`config.mk`:
```
export PLATFORM = sky130hd
export DESIGN_NAME = spectrum_box_blur_top_flat
export DESIGN_NICKNAME = d
export VERILOG_FILES = /design/src/hw/rtl/sbb_pkg.sv /design/src/hw/rtl/sbb_if.sv /design/src/hw/rtl/sbb_cell.sv /design/src/hw/rtl/sbb_div.sv /design/src/hw/rtl/spectrum_box_blur_top.sv /design/src/flat_wrapper.sv
export SDC_FILE = /design/constraint.sdc
export NUM_CORES = 2
export LEC_CHECK = 0
export BUFFER_PORTS_ARGS = -buffer_cell sky130_fd_sc_hd__buf_2
export CAP_MARGIN = 40
export CELL_PAD_IN_SITES_DETAIL_PLACEMENT = 0
export CELL_PAD_IN_SITES_GLOBAL_PLACEMENT = 2
export CORE_UTILIZATION = 25
export CTS_CLUSTER_DIAMETER = 80
export DETAILED_ROUTE_END_ITERATION = 10
export PLACE_DENSITY = 0.58
export SYNTH_ARGS = -nofsm -noshare
export SYNTH_HDL_FRONTEND = slang
export SYNTH_SLANG_ARGS = --single-unit
```
`constraint.sdc`:
```
create_clock -name clk -period 12.3 [get_ports clk]
set_input_delay 0 -clock clk [delete_from_list [all_inputs] [get_ports clk]]
set_output_delay 0 -clock clk [all_outputs]
set_load 0.02 [all_outputs]
```
`src/hw/rtl/sbb_pkg.sv`:
```
// Shared types and constants for the spectrum box blur.
package sbb_pkg;

	// Fixed field widths of the channels
	localparam int BIN_W    = 12;
	localparam int RADIUS_W = 3;

	// Quotient bits resolved per divider cycle
	localparam int DIV_BPC = 4;

	// Per-cycle control for the window cells
	typedef struct packed {
		logic shift;  // new bin enters, every cell passes its bin on
		logic clear;  // frame ended, drop all bins
	} sbb_cell_ctl_t;

endpackage

```
`src/hw/rtl/sbb_if.sv`:
```
// Valid/ready channel interfaces for bins in, blurred bins out and the radius write.

interface sbb_in_if #(
	parameter int MAG_BITS = 24
);
	logic                valid;
	logic                ready;
	logic [MAG_BITS-1:0] mag_in;
	logic                frame_end;

	modport source (output valid, output mag_in, output frame_end, input ready);
	modport sink   (input valid, input mag_in, input frame_end, output ready);
endinterface

interface sbb_out_if #(
	parameter int MAG_BITS = 24
);
	import sbb_pkg::*;

	logic                valid;
	logic                ready;
	logic [MAG_BITS-1:0] mag_out;
	logic [BIN_W-1:0]    bin_number;
	logic                frame_done;
	logic                overlong;

	modport source (output valid, output mag_out, output bin_number, output frame_done,
		output overlong, input ready);
	modport sink   (input valid, input mag_out, input bin_number, input frame_done,
		input overlong, output ready);
endinterface

interface sbb_cfg_if;
	import sbb_pkg::*;

	logic                valid;
	logic                ready;
	logic [RADIUS_W-1:0] blur_radius;

	modport source (output valid, output blur_radius, input ready);
	modport sink   (input valid, input blur_radius, output ready);
endinterface

```
`src/hw/rtl/sbb_cell.sv`:
```
// One window slot: holds a bin, shifts it to the neighbor, and adds into the running sum chain.
module sbb_cell #(
	parameter int MAG_BITS = 24,
	parameter int SUM_W    = 28,
	parameter int CNT_W    = 4,
	parameter int WIN_W    = 4,
	parameter int IDX      = 0
) (
	input  logic                  clk,
	input  logic                  arst_n,
	input  sbb_pkg::sbb_cell_ctl_t ctl,
	input  logic [MAG_BITS-1:0]   d_in,
	input  logic                  v_in,
	input  logic [WIN_W-1:0]      lo,
	input  logic [WIN_W-1:0]      hi,
	input  logic [SUM_W-1:0]      sum_in,
	input  logic [CNT_W-1:0]      cnt_in,
	output logic [MAG_BITS-1:0]   d_out,
	output logic                  v_out,
	output logic [SUM_W-1:0]      sum_out,
	output logic [CNT_W-1:0]      cnt_out
);
	import sbb_pkg::*;

	logic [MAG_BITS-1:0] data_q;
	logic                valid_q;
	logic [SUM_W-1:0]    sum_q;
	logic [CNT_W-1:0]    cnt_q;
	logic                sel;

	// Slot storage
	always_ff @(posedge clk) begin
		if (ctl.shift) begin
			data_q <= d_in;
		end
	end

	always_ff @(posedge clk or negedge arst_n) begin
		if (!arst_n) begin
			valid_q <= 1'b0;
		end else if (ctl.clear) begin
			valid_q <= 1'b0;
		end else if (ctl.shift) begin
			valid_q <= v_in;
		end
	end

	// Slot counts if it holds a bin of this frame and lies in the window
	assign sel = valid_q && (WIN_W'(IDX) >= lo) && (WIN_W'(IDX) <= hi);

	// Partial sum and count move one cell per cycle
	always_ff @(posedge clk) begin
		sum_q <= sum_in + (sel ? SUM_W'(data_q) : '0);
		cnt_q <= cnt_in + CNT_W'(sel);
	end

	assign d_out   = data_q;
	assign v_out   = valid_q;
	assign sum_out = sum_q;
	assign cnt_out = cnt_q;

endmodule

```
`src/hw/rtl/sbb_div.sv`:
```
// Multi-cycle unsigned divider, DIV_BPC quotient bits per cycle, for the window mean.
module sbb_div #(
	parameter int NUM_W = 28,
	parameter int DEN_W = 4
) (
	input  logic             clk,
	input  logic             arst_n,
	input  logic             start,
	input  logic [NUM_W-1:0] num,
	input  logic [DEN_W-1:0] den,
	output logic             done,
	output logic [NUM_W-1:0] quot
);
	import sbb_pkg::*;

	localparam int STEPS = (NUM_W + DIV_BPC - 1) / DIV_BPC;
	localparam int PAD_W = STEPS * DIV_BPC;
	localparam int STP_W = $clog2(STEPS + 1);

	logic [PAD_W-1:0] num_q;
	logic [DEN_W-1:0] rem_q;
	logic [DEN_W-1:0] den_q;
	logic [STP_W-1:0] step_q;
	logic             busy_q;
	logic             done_q;
	logic [PAD_W-1:0] num_nx;
	logic [DEN_W-1:0] rem_nx;

	// DIV_BPC restoring steps; quotient bits shift in at the bottom
	always_comb begin
		logic [DEN_W:0]   t;
		logic [DEN_W-1:0] r;
		logic [PAD_W-1:0] n;
		r = rem_q;
		n = num_q;
		for (int k = 0; k < DIV_BPC; k++) begin
			t = {r, n[PAD_W-1]};
			n = {n[PAD_W-2:0], 1'b0};
			if (t >= {1'b0, den_q}) begin
				t    = t - {1'b0, den_q};
				n[0] = 1'b1;
			end
			r = t[DEN_W-1:0];
		end
		num_nx = n;
		rem_nx = r;
	end

	always_ff @(posedge clk) begin
		if (start) begin
			num_q <= PAD_W'(num);
			rem_q <= '0;
			den_q <= den;
		end else if (busy_q) begin
			num_q <= num_nx;
			rem_q <= rem_nx;
		end
	end

	// Step count and completion
	always_ff @(posedge clk or negedge arst_n) begin
		if (!arst_n) begin
			busy_q <= 1'b0;
			done_q <= 1'b0;
			step_q <= '0;
		end else begin
			done_q <= 1'b0;
			if (start) begin
				busy_q <= 1'b1;
				step_q <= STP_W'(STEPS);
			end else if (busy_q) begin
				step_q <= step_q - 1'b1;
				if (step_q == STP_W'(1)) begin
					busy_q <= 1'b0;
					done_q <= 1'b1;
				end
			end
		end
	end

	assign done = done_q;
	assign quot = num_q[NUM_W-1:0];

endmodule

```
`src/hw/rtl/spectrum_box_blur_top.sv`:
```
// Top level of the spectrum box blur: window cell chain, sequencer, divider, output register.
// A bin that passes unchanged goes from its slot straight to the output register; a blurred
//   bin first waits while its window sum runs down the cell chain, then goes through the
//   divider and then to the output register.
// One bin at a time: a new bin is taken only once every result that it releases has gone to the
//   output register; the last bin of a frame releases each pending slot in turn.
// Reset clears the window valid bits, counters and radius; no clearing pass is needed.
module spectrum_box_blur_top #(
	parameter int MAX_BINS   = 4096,
	parameter int MAX_RADIUS = 6,
	parameter int MAG_BITS   = 24
) (
	input logic    clk,
	input logic    arst_n,
	sbb_in_if.sink    bin_in,
	sbb_out_if.source bin_out,
	sbb_cfg_if.sink   cfg
);
	import sbb_pkg::*;

	localparam int WIN_LEN = 2 * MAX_RADIUS + 1;
	localparam int WIN_W   = $clog2(WIN_LEN);
	localparam int CNT_W   = $clog2(WIN_LEN + 1);
	localparam int SUM_W   = MAG_BITS + CNT_W;
	localparam int RAD_W   = $clog2(MAX_RADIUS + 1);
	localparam int ARR_W   = $clog2(MAX_BINS + 1);
	localparam int BCNT_W  = $clog2(MAX_BINS);
	localparam int WAIT_W  = $clog2(WIN_LEN + 1);

	localparam logic [2:0] ST_IDLE = 3'd0;
	localparam logic [2:0] ST_SLOT = 3'd1;
	localparam logic [2:0] ST_SUM  = 3'd2;
	localparam logic [2:0] ST_DIV  = 3'd3;
	localparam logic [2:0] ST_OUT  = 3'd4;

	logic [2:0]          state_q;
	logic [RADIUS_W-1:0] radius_q;
	logic [RAD_W-1:0]    fr_q;
	logic [BCNT_W-1:0]   bin_q;
	logic [ARR_W-1:0]    arr_q;
	logic                long_q;
	logic                end_q;
	logic                last_q;
	logic [WIN_W-1:0]    slot_q;
	logic [WIN_W-1:0]    lo_q;
	logic [WIN_W-1:0]    hi_q;
	logic [WAIT_W-1:0]   wait_q;
	logic [MAG_BITS-1:0] res_q;

	logic                ov_q;
	logic [MAG_BITS-1:0] mag_out_q;
	logic [BIN_W-1:0]    bin_num_q;
	logic                done_q;
	logic                long_out_q;

	// Cell chain wiring; entry 0 feeds the first cell
	logic [MAG_BITS-1:0] d_ch [WIN_LEN+1];
	logic                v_ch [WIN_LEN+1];
	logic [SUM_W-1:0]    s_ch [WIN_LEN+1];
	logic [CNT_W-1:0]    c_ch [WIN_LEN+1];
	logic [WIN_LEN-1:0]  vld;
	logic [MAG_BITS-1:0] mag_s [WIN_LEN];
	sbb_cell_ctl_t       ctl;

	logic                acc;
	logic                fresh;
	logic [RAD_W-1:0]    fr_sat;
	logic [RAD_W-1:0]    fr_nx;
	logic [ARR_W-1:0]    arr_base;
	logic                long_base;
	logic [BCNT_W-1:0]   bin_base;
	logic                cur_v;
	logic                nxt_v;
	logic                is_last;
	logic                pass;
	logic                more;
	logic                out_free;
	logic                adv;
	logic                frame_clr;
	logic [WIN_W-1:0]    r_w;
	logic                div_start;
	logic                div_done;
	logic [SUM_W-1:0]    quot;

	assign cfg.ready    = 1'b1;
	assign bin_in.ready = (state_q == ST_IDLE);
	assign acc          = bin_in.valid && (state_q == ST_IDLE);

	// Radius register
	always_ff @(posedge clk or negedge arst_n) begin
		if (!arst_n) begin
			radius_q <= '0;
		end else if (cfg.valid) begin
			radius_q <= cfg.blur_radius;
		end
	end

	// Window cells
	assign d_ch[0] = bin_in.mag_in;
	assign v_ch[0] = 1'b1;
	assign s_ch[0] = '0;
	assign c_ch[0] = '0;

	assign ctl.shift = acc;
	assign ctl.clear = frame_clr;

	for (genvar i = 0; i < WIN_LEN; i++) begin : g_cell
		sbb_cell #(
			.MAG_BITS (MAG_BITS),
			.SUM_W    (SUM_W),
			.CNT_W    (CNT_W),
			.WIN_W    (WIN_W),
			.IDX      (i)
		) u_cell (
			.clk     (clk),
			.arst_n  (arst_n),
			.ctl     (ctl),
			.d_in    (d_ch[i]),
			.v_in    (v_ch[i]),
			.lo      (lo_q),
			.hi      (hi_q),
			.sum_in  (s_ch[i]),
			.cnt_in  (c_ch[i]),
			.d_out   (d_ch[i+1]),
			.v_out   (v_ch[i+1]),
			.sum_out (s_ch[i+1]),
			.cnt_out (c_ch[i+1])
		);
		assign vld[i]   = v_ch[i+1];
		assign mag_s[i] = d_ch[i+1];
	end

	// Frame start: latch radius, restart counters
	assign fresh     = ~|vld;
	assign fr_sat    = (32'(radius_q) > MAX_RADIUS) ? RAD_W'(MAX_RADIUS) : RAD_W'(radius_q);
	assign fr_nx     = fresh ? fr_sat : fr_q;
	assign arr_base  = fresh ? '0 : arr_q;
	assign long_base = fresh ? 1'b0 : long_q;
	assign bin_base  = fresh ? '0 : bin_q;

	// Current slot decode
	assign r_w      = WIN_W'(fr_q);
	assign cur_v    = vld[slot_q];
	assign nxt_v    = vld[slot_q + 1'b1];
	assign is_last  = end_q && (slot_q == '0);
	assign pass     = !nxt_v || is_last || (fr_q == '0);
	assign more     = end_q && (slot_q != '0);
	assign out_free = !ov_q || bin_out.ready;
	assign adv      = ((state_q == ST_SLOT) && !cur_v) || ((state_q == ST_OUT) && out_free);
	assign frame_clr = adv && !more && end_q;

	assign div_start = (state_q == ST_SUM) && (wait_q == '0);

	sbb_div #(
		.NUM_W (SUM_W),
		.DEN_W (CNT_W)
	) u_div (
		.clk    (clk),
		.arst_n (arst_n),
		.start  (div_start),
		.num    (s_ch[WIN_LEN]),
		.den    (c_ch[WIN_LEN]),
		.done   (div_done),
		.quot   (quot)
	);

	// Sequencer: one result at a time, newest pending slot last
	always_ff @(posedge clk or negedge arst_n) begin
		if (!arst_n) begin
			state_q <= ST_IDLE;
			fr_q    <= '0;
			bin_q   <= '0;
			arr_q   <= '0;
			long_q  <= 1'b0;
			end_q   <= 1'b0;
			slot_q  <= '0;
			wait_q  <= '0;
		end else begin
			case (state_q)
				ST_IDLE: begin
					if (acc) begin
						fr_q  <= fr_nx;
						bin_q <= bin_base;
						if (32'(arr_base) >= MAX_BINS) begin
							long_q <= 1'b1;
							arr_q  <= arr_base;
						end else begin
							long_q <= long_base;
							arr_q  <= arr_base + 1'b1;
						end
						end_q   <= bin_in.frame_end;
						slot_q  <= WIN_W'(fr_nx);
						state_q <= ST_SLOT;
					end
				end
				ST_SLOT: begin
					if (cur_v) begin
						if (pass) begin
							state_q <= ST_OUT;
						end else begin
							wait_q  <= WAIT_W'(WIN_LEN);
							state_q <= ST_SUM;
						end
					end
				end
				ST_SUM: begin
					if (wait_q == '0) begin
						state_q <= ST_DIV;
					end else begin
						wait_q <= wait_q - 1'b1;
					end
				end
				ST_DIV: begin
					if (div_done) begin
						state_q <= ST_OUT;
					end
				end
				ST_OUT: begin
					// counter restarts below when the frame closes
					if (out_free && !frame_clr && (32'(bin_q) < MAX_BINS - 1)) begin
						bin_q <= bin_q + 1'b1;
					end
				end
				default: begin
					state_q <= ST_IDLE;
				end
			endcase

			// Move to the next pending slot or finish the transaction
			if (adv) begin
				if (more) begin
					slot_q  <= slot_q - 1'b1;
					state_q <= ST_SLOT;
				end else begin
					state_q <= ST_IDLE;
					if (end_q) begin
						bin_q  <= '0;
						arr_q  <= '0;
						long_q <= 1'b0;
					end
				end
			end
		end
	end

	// Window bounds and result payload
	always_ff @(posedge clk) begin
		if ((state_q == ST_SLOT) && cur_v) begin
			last_q <= is_last;
			res_q  <= mag_s[slot_q];
			lo_q   <= (slot_q >= r_w) ? (slot_q - r_w) : '0;
			hi_q   <= slot_q + r_w;
		end else if ((state_q == ST_DIV) && div_done) begin
			res_q <= MAG_BITS'(quot);
		end
	end

	// Output register
	always_ff @(posedge clk or negedge arst_n) begin
		if (!arst_n) begin
			ov_q <= 1'b0;
		end else if ((state_q == ST_OUT) && out_free) begin
			ov_q <= 1'b1;
		end else if (bin_out.ready) begin
			ov_q <= 1'b0;
		end
	end

	always_ff @(posedge clk) begin
		if ((state_q == ST_OUT) && out_free) begin
			mag_out_q  <= res_q;
			bin_num_q  <= BIN_W'(bin_q);
			done_q     <= last_q;
			long_out_q <= long_q;
		end
	end

	assign bin_out.valid      = ov_q;
	assign bin_out.mag_out    = mag_out_q;
	assign bin_out.bin_number = bin_num_q;
	assign bin_out.frame_done = done_q;
	assign bin_out.overlong   = long_out_q;

endmodule

```
`src/flat_wrapper.sv`:
```
// flat-port wrapper written by rule: the top's interface ports become plain ports
module spectrum_box_blur_top_flat import sbb_pkg::*;
#(
	parameter int MAX_BINS   = 4096,
	parameter int MAX_RADIUS = 6,
	parameter int MAG_BITS   = 24
)
  (clk, arst_n, bin_in_valid, bin_in_mag_in, bin_in_frame_end, bin_in_ready, bin_out_valid, bin_out_mag_out, bin_out_bin_number, bin_out_frame_done, bin_out_overlong, bin_out_ready, cfg_valid, cfg_blur_radius, cfg_ready);
  sbb_in_if #(.MAG_BITS(MAG_BITS)) bin_in_i ();
  sbb_out_if #(.MAG_BITS(MAG_BITS)) bin_out_i ();
  sbb_cfg_if cfg_i ();
  input logic clk;
  input logic arst_n;
  input wire logic [$bits(bin_in_i.valid)-1:0] bin_in_valid;
  input wire logic [$bits(bin_in_i.mag_in)-1:0] bin_in_mag_in;
  input wire logic [$bits(bin_in_i.frame_end)-1:0] bin_in_frame_end;
  output wire logic [$bits(bin_in_i.ready)-1:0] bin_in_ready;
  output wire logic [$bits(bin_out_i.valid)-1:0] bin_out_valid;
  output wire logic [$bits(bin_out_i.mag_out)-1:0] bin_out_mag_out;
  output wire logic [$bits(bin_out_i.bin_number)-1:0] bin_out_bin_number;
  output wire logic [$bits(bin_out_i.frame_done)-1:0] bin_out_frame_done;
  output wire logic [$bits(bin_out_i.overlong)-1:0] bin_out_overlong;
  input wire logic [$bits(bin_out_i.ready)-1:0] bin_out_ready;
  input wire logic [$bits(cfg_i.valid)-1:0] cfg_valid;
  input wire logic [$bits(cfg_i.blur_radius)-1:0] cfg_blur_radius;
  output wire logic [$bits(cfg_i.ready)-1:0] cfg_ready;
  assign bin_in_i.valid = bin_in_valid;
  assign bin_in_i.mag_in = bin_in_mag_in;
  assign bin_in_i.frame_end = bin_in_frame_end;
  assign bin_in_ready = bin_in_i.ready;
  assign bin_out_valid = bin_out_i.valid;
  assign bin_out_mag_out = bin_out_i.mag_out;
  assign bin_out_bin_number = bin_out_i.bin_number;
  assign bin_out_frame_done = bin_out_i.frame_done;
  assign bin_out_overlong = bin_out_i.overlong;
  assign bin_out_i.ready = bin_out_ready;
  assign cfg_i.valid = cfg_valid;
  assign cfg_i.blur_radius = cfg_blur_radius;
  assign cfg_ready = cfg_i.ready;
  spectrum_box_blur_top #(.MAX_BINS(MAX_BINS), .MAX_RADIUS(MAX_RADIUS), .MAG_BITS(MAG_BITS)) u_core (.clk(clk), .arst_n(arst_n), .bin_in(bin_in_i), .bin_out(bin_out_i), .cfg(cfg_i));
endmodule
```
==> results.json <==
{
  "outcome": "complete, no violations",
  "tritoncts": "built",
  "dp_worst_setup_slack_ns": 5.568,
  "worst_pin_slew_ns": 0.8808,
  "holdCritStartpoint": "cfg_valid",
  "required_ns": 12.75,
  "clock_tree.buffer_depth": 3,
  "pwr_density_cell_nw_per_um2": 225.6,
  "worst_ir_drop_vdd_mv": 0.1376,
  "cts_buffers": 106,
  "reg2reg_from": "u_core.u_div.den_q[1]",
  "path_common_cell": "sky130_fd_sc_hd__a21oi_1",
  "asyncSetResetFlopFracSynth_pct": 7.143,
  "timing.critical_path.to_type": "flip-flop",
  "postRouteWirelength_um": 114300,
  "max-cap-violations": 0,
  "initial_core_util_pct": 25.19,
  "grt_overflow_total": 0,
  "whs_ns": 0.1109,
  "setup_slack_ns": 5.548,
  "ratio_of_cells_with_drive_above_1_in_the_final_layout_pct": 10.32,
  "relSlewSlack_pct": 41.28,
  "final_hold_viol_count": 0,
  "fillerInstances": 18417,
  "layout_worst_path_cycle_share_pct": 54.89,
  "num_vias": 30007,
  "postCtsResizedCells": 0,
  "dieHeight_um": 426.3,
  "dr.first_iter.drc_count": 1518,
  "post-cts-setup-buffers": 0,
  "layout-area-overhead-vs-synth_pct": 16.91,
  "die_w_um": 426.3,
  "overall_die_area_sq_um": 181700,
  "grt_start_max_net_pins": 84,
  "slew_viol_final": 0,
  "io_buffer_count": 72,
  "post-route-min-period_ns": 6.752,
  "switching_power_mw": 4.236,
  "grt_pass1_wl_um": 176800,
  "top_level_ports": 74,
  "drt-wirelength-per-cell_um": 17.05,
  "yosysWarningCount": 0,
  "grt_setup_unrepaired": "no",
  "slowest_delay_ns": 0.46,
  "power.sequential.fraction_pct": 39.3,
  "yosys_reg_bits": 882,
  "critical_path.startpoint": "u_core.u_div.den_q[1]",
  "gp_congestion": 0.8495,
  "netSwitchingFraction_pct": 35.69,
  "ctsHtreeMaxLevel": 3,
  "slowest_stage_cell_on_the_critical_path": "sky130_fd_sc_hd__edfxtp_1",
  "initial_antenna_violation_count": 12,
  "tritoncts_num_sinks": 882,
  "ff_latch_area_sq_um": 22130,
  "clkPwrFrac_pct": 27.0,
  "netlist-cell-type-count": 96,
  "via_per_inst": 4.475,
  "most-common-layout-cells": "415 x sky130_fd_sc_hd__edfxtp_1, 404 x sky130_fd_sc_hd__dfxtp_1, 341 x sky130_fd_sc_hd__ha_1",
  "max_freq_mhz": 148.1,
  "timing.setup.tns_ns": 0,
  "clkLatencyLatePin_ns": 0.73,
  "antenna_violating_nets_post_route": 0,
  "crit_path_max_fanout": 9,
  "remaining_drc_errors": 0,
  "synth_fp_nets": 4458,
  "yosys.area.top_type_share_pct": 27.69,
  "final.setup_skew_ns": 0.02980,
  "post-route-cell-area_sq_um": 52610,
  "syn_avg_cell_area_sq_um": 11.07,
  "worstSetupPathType": "flip-flop to flip-flop",
  "core_footprint_sq_um": 178600,
  "cts_root_buf": "sky130_fd_sc_hd__clkbuf_16",
  "comb_power_share_pct": 33.6,
  "firstDrtPassIters": 5,
  "synthFlopType": "sky130_fd_sc_hd__edfxtp_1",
  "most_frequent_standard_cell_in_the_layout_excluding_fill_and_tap_cells": "sky130_fd_sc_hd__edfxtp_1",
  "finalSetupViolations": 0,
  "multi_input_comb_area_sq_um": 21960,
  "detailed_place_hpwl_um": 86900,
  "cellInternalPower_mw": 7.634,
  "via_count_of_the_first_global_routing_pass": 30479,
  "core.rowCount": 155,
  "synth.largest_area_cell": "sky130_fd_sc_hd__edfxtp_1",
  "netlist_instances": 4066,
  "placement.cell_area_sq_um": 48410,
  "cellLeakagePower_nw": 21.89,
  "synth_sequential_area_ratio_pct": 49.17,
  "synth.top_cells.by_area": "sky130_fd_sc_hd__edfxtp_1 28%, sky130_fd_sc_hd__dfxtp_1 18%, sky130_fd_sc_hd__ha_1 9.5%",
  "grt_usage_pct": 12.48,
  "cts.reportedPaths.clkPinSlew_ns": 0.06,
  "mappedNetlistArea_sq_um": 45000,
  "fin_nets": 4648,
  "cp-start-kind": "flip-flop",
  "critical_path_arrival_ns": 7.20,
  "synth_edf_count": 415,
  "holdCritPathClass": "primary input to flip-flop"
}
[per-stage QoR]
stage | std cells | total power [mW] | util, %
finish | 6706 | 11.87 | 29.46
global route | 6705 | 12.69 | 29.45
CTS | 6705 | 12.07 | 29.45
detailed placement | 6439 | 8.741 | 27.10
global placement | 6431 | 8.730 | 27.01
floorplan | 4066 | 7.450 | -
[kinds of logic (layout without fill, tap and decap cells)]
logic type      count (synthesis)  count (layout)  share of synthesized area [%]
simple gates                 1215            1215                          13.82
compound gates                932             932                          13.56
flops                         882             882                          49.17
fa+ha+maj                     359             359                          10.28
xor+xnor                      309             309                          6.014
buf+inv                       245             529                          2.135
mux                           123             123                          5.007
other cells                     1               2                       0.008333
[worst paths after layout]
kind                                                  to  slack [ns]  cells past startpoint
min in group asynchronous                u_core.bin_q[4]        0.33                      4
max in group asynchronous  u_core.g_cell[4].u_cell.v_out       11.42                      5
setup / recovery                    u_core.u_div.quot[0]        5.55                     28
hold / removal                        u_core.radius_q[2]        0.11                      3
setup reg to reg                    u_core.u_div.quot[0]        5.55                     28
hold reg to reg                    u_core.u_div.den_q[2]        0.42                      0
[timing repair]
| item | in CTS | in global routing |
|---|---|---|
| hold endpoints to repair | 109 | 0 |
| hold buffers | 64 | 0 |
| setup endpoints to repair | 0 | 0 |
[per-layer routing]
layer / routed length, um / global-route usage, % / vias up
li1: - / - / 15212
met5: 0 / 0 / -
met2: 48200 / 18.58 / 455
met3: 4390 / 2.094 / 178
met4: 2946 / 3.608 / 0
met1: 58790 / 18.34 / 14162
[registers in the layout (all words and copies together) (netlist names), 4 cells and up]
| signal | flops |
|---|---|
| u_core.u_div.quot | 28 |
| u_core.g_cell.u_cell.sum_out | 354 |
| u_core.lo_q | 4 |
| u_core.hi_q | 4 |
| u_core.bin_out.mag_out | 24 |
| u_core.g_cell.u_cell.cnt_out | 46 |
| u_core.arr_q | 13 |
| u_core.slot_q | 4 |
| u_core.wait_q | 4 |
| u_core.g_cell.u_cell.d_out | 312 |
| u_core.u_div.rem_q | 4 |
| u_core.g_cell.u_cell.v_out | 13 |
| u_core.bin_out.bin_number | 12 |
| u_core.u_div.den_q | 4 |
| u_core.res_q | 24 |
| u_core.bin_q | 12 |
[layout make-up]
class / count / area share [%]
Antenna cell: 1 / 0.004756
Clock buffer: 138 / 5.522
Clock inverter: 64 / 1.251
Inverter: 146 / 1.056
Multi-Input combinational cell: 2939 / 41.75
Sequential cell: 882 / 42.07
Tap cell: 2355 / 5.601
Timing Repair Buffer: 181 / 2.749
[power groups by stage]
| stage | Clock, mW | Sequential (mW) | Combinational [mW] |
|---|---|---|---|
| finish | 3.21 | 4.67 | 3.99 |
| global route | 3.45 | 4.77 | 4.47 |
| CTS | 3.34 | 4.67 | 4.06 |
| detailed placement | 0 | 4.72 | 4.02 |
| global placement | 0 | 4.72 | 4.01 |
| floorplan | 0 | 4.57 | 2.88 |
[critical path, delay by kind of cell (launching register included)]
family	cells	cell delay (ns)
AO/OA/AOI/OAI	16	3.27
adder cells (fa/ha/maj)	4	1.17
buffers and inverters	2	0.38
flip-flops	1	0.46
multiplexers	1	0.28
AND/OR/NAND/NOR	5	0.93
[Yosys cell counts (all sizes together), types with 29 or more instances]
cell and count:
o21bai 36, xor2 78, nor2b 44, xnor2 231, a31oi 49, ha 341, a221oi 33, and3 29
a21oi 257, and2 317, nor3 56, mux4 78, edfxtp 415, nor2 198, o21a 50, nand2b 44
a211oi 30, nand3 75, mux2 34, dfrtp 63, o21ai 175, nand2 339, inv 143, dfxtp 404
a21o 144, clkbuf 72
Note: power is estimated with default switching activity, not from simulation.
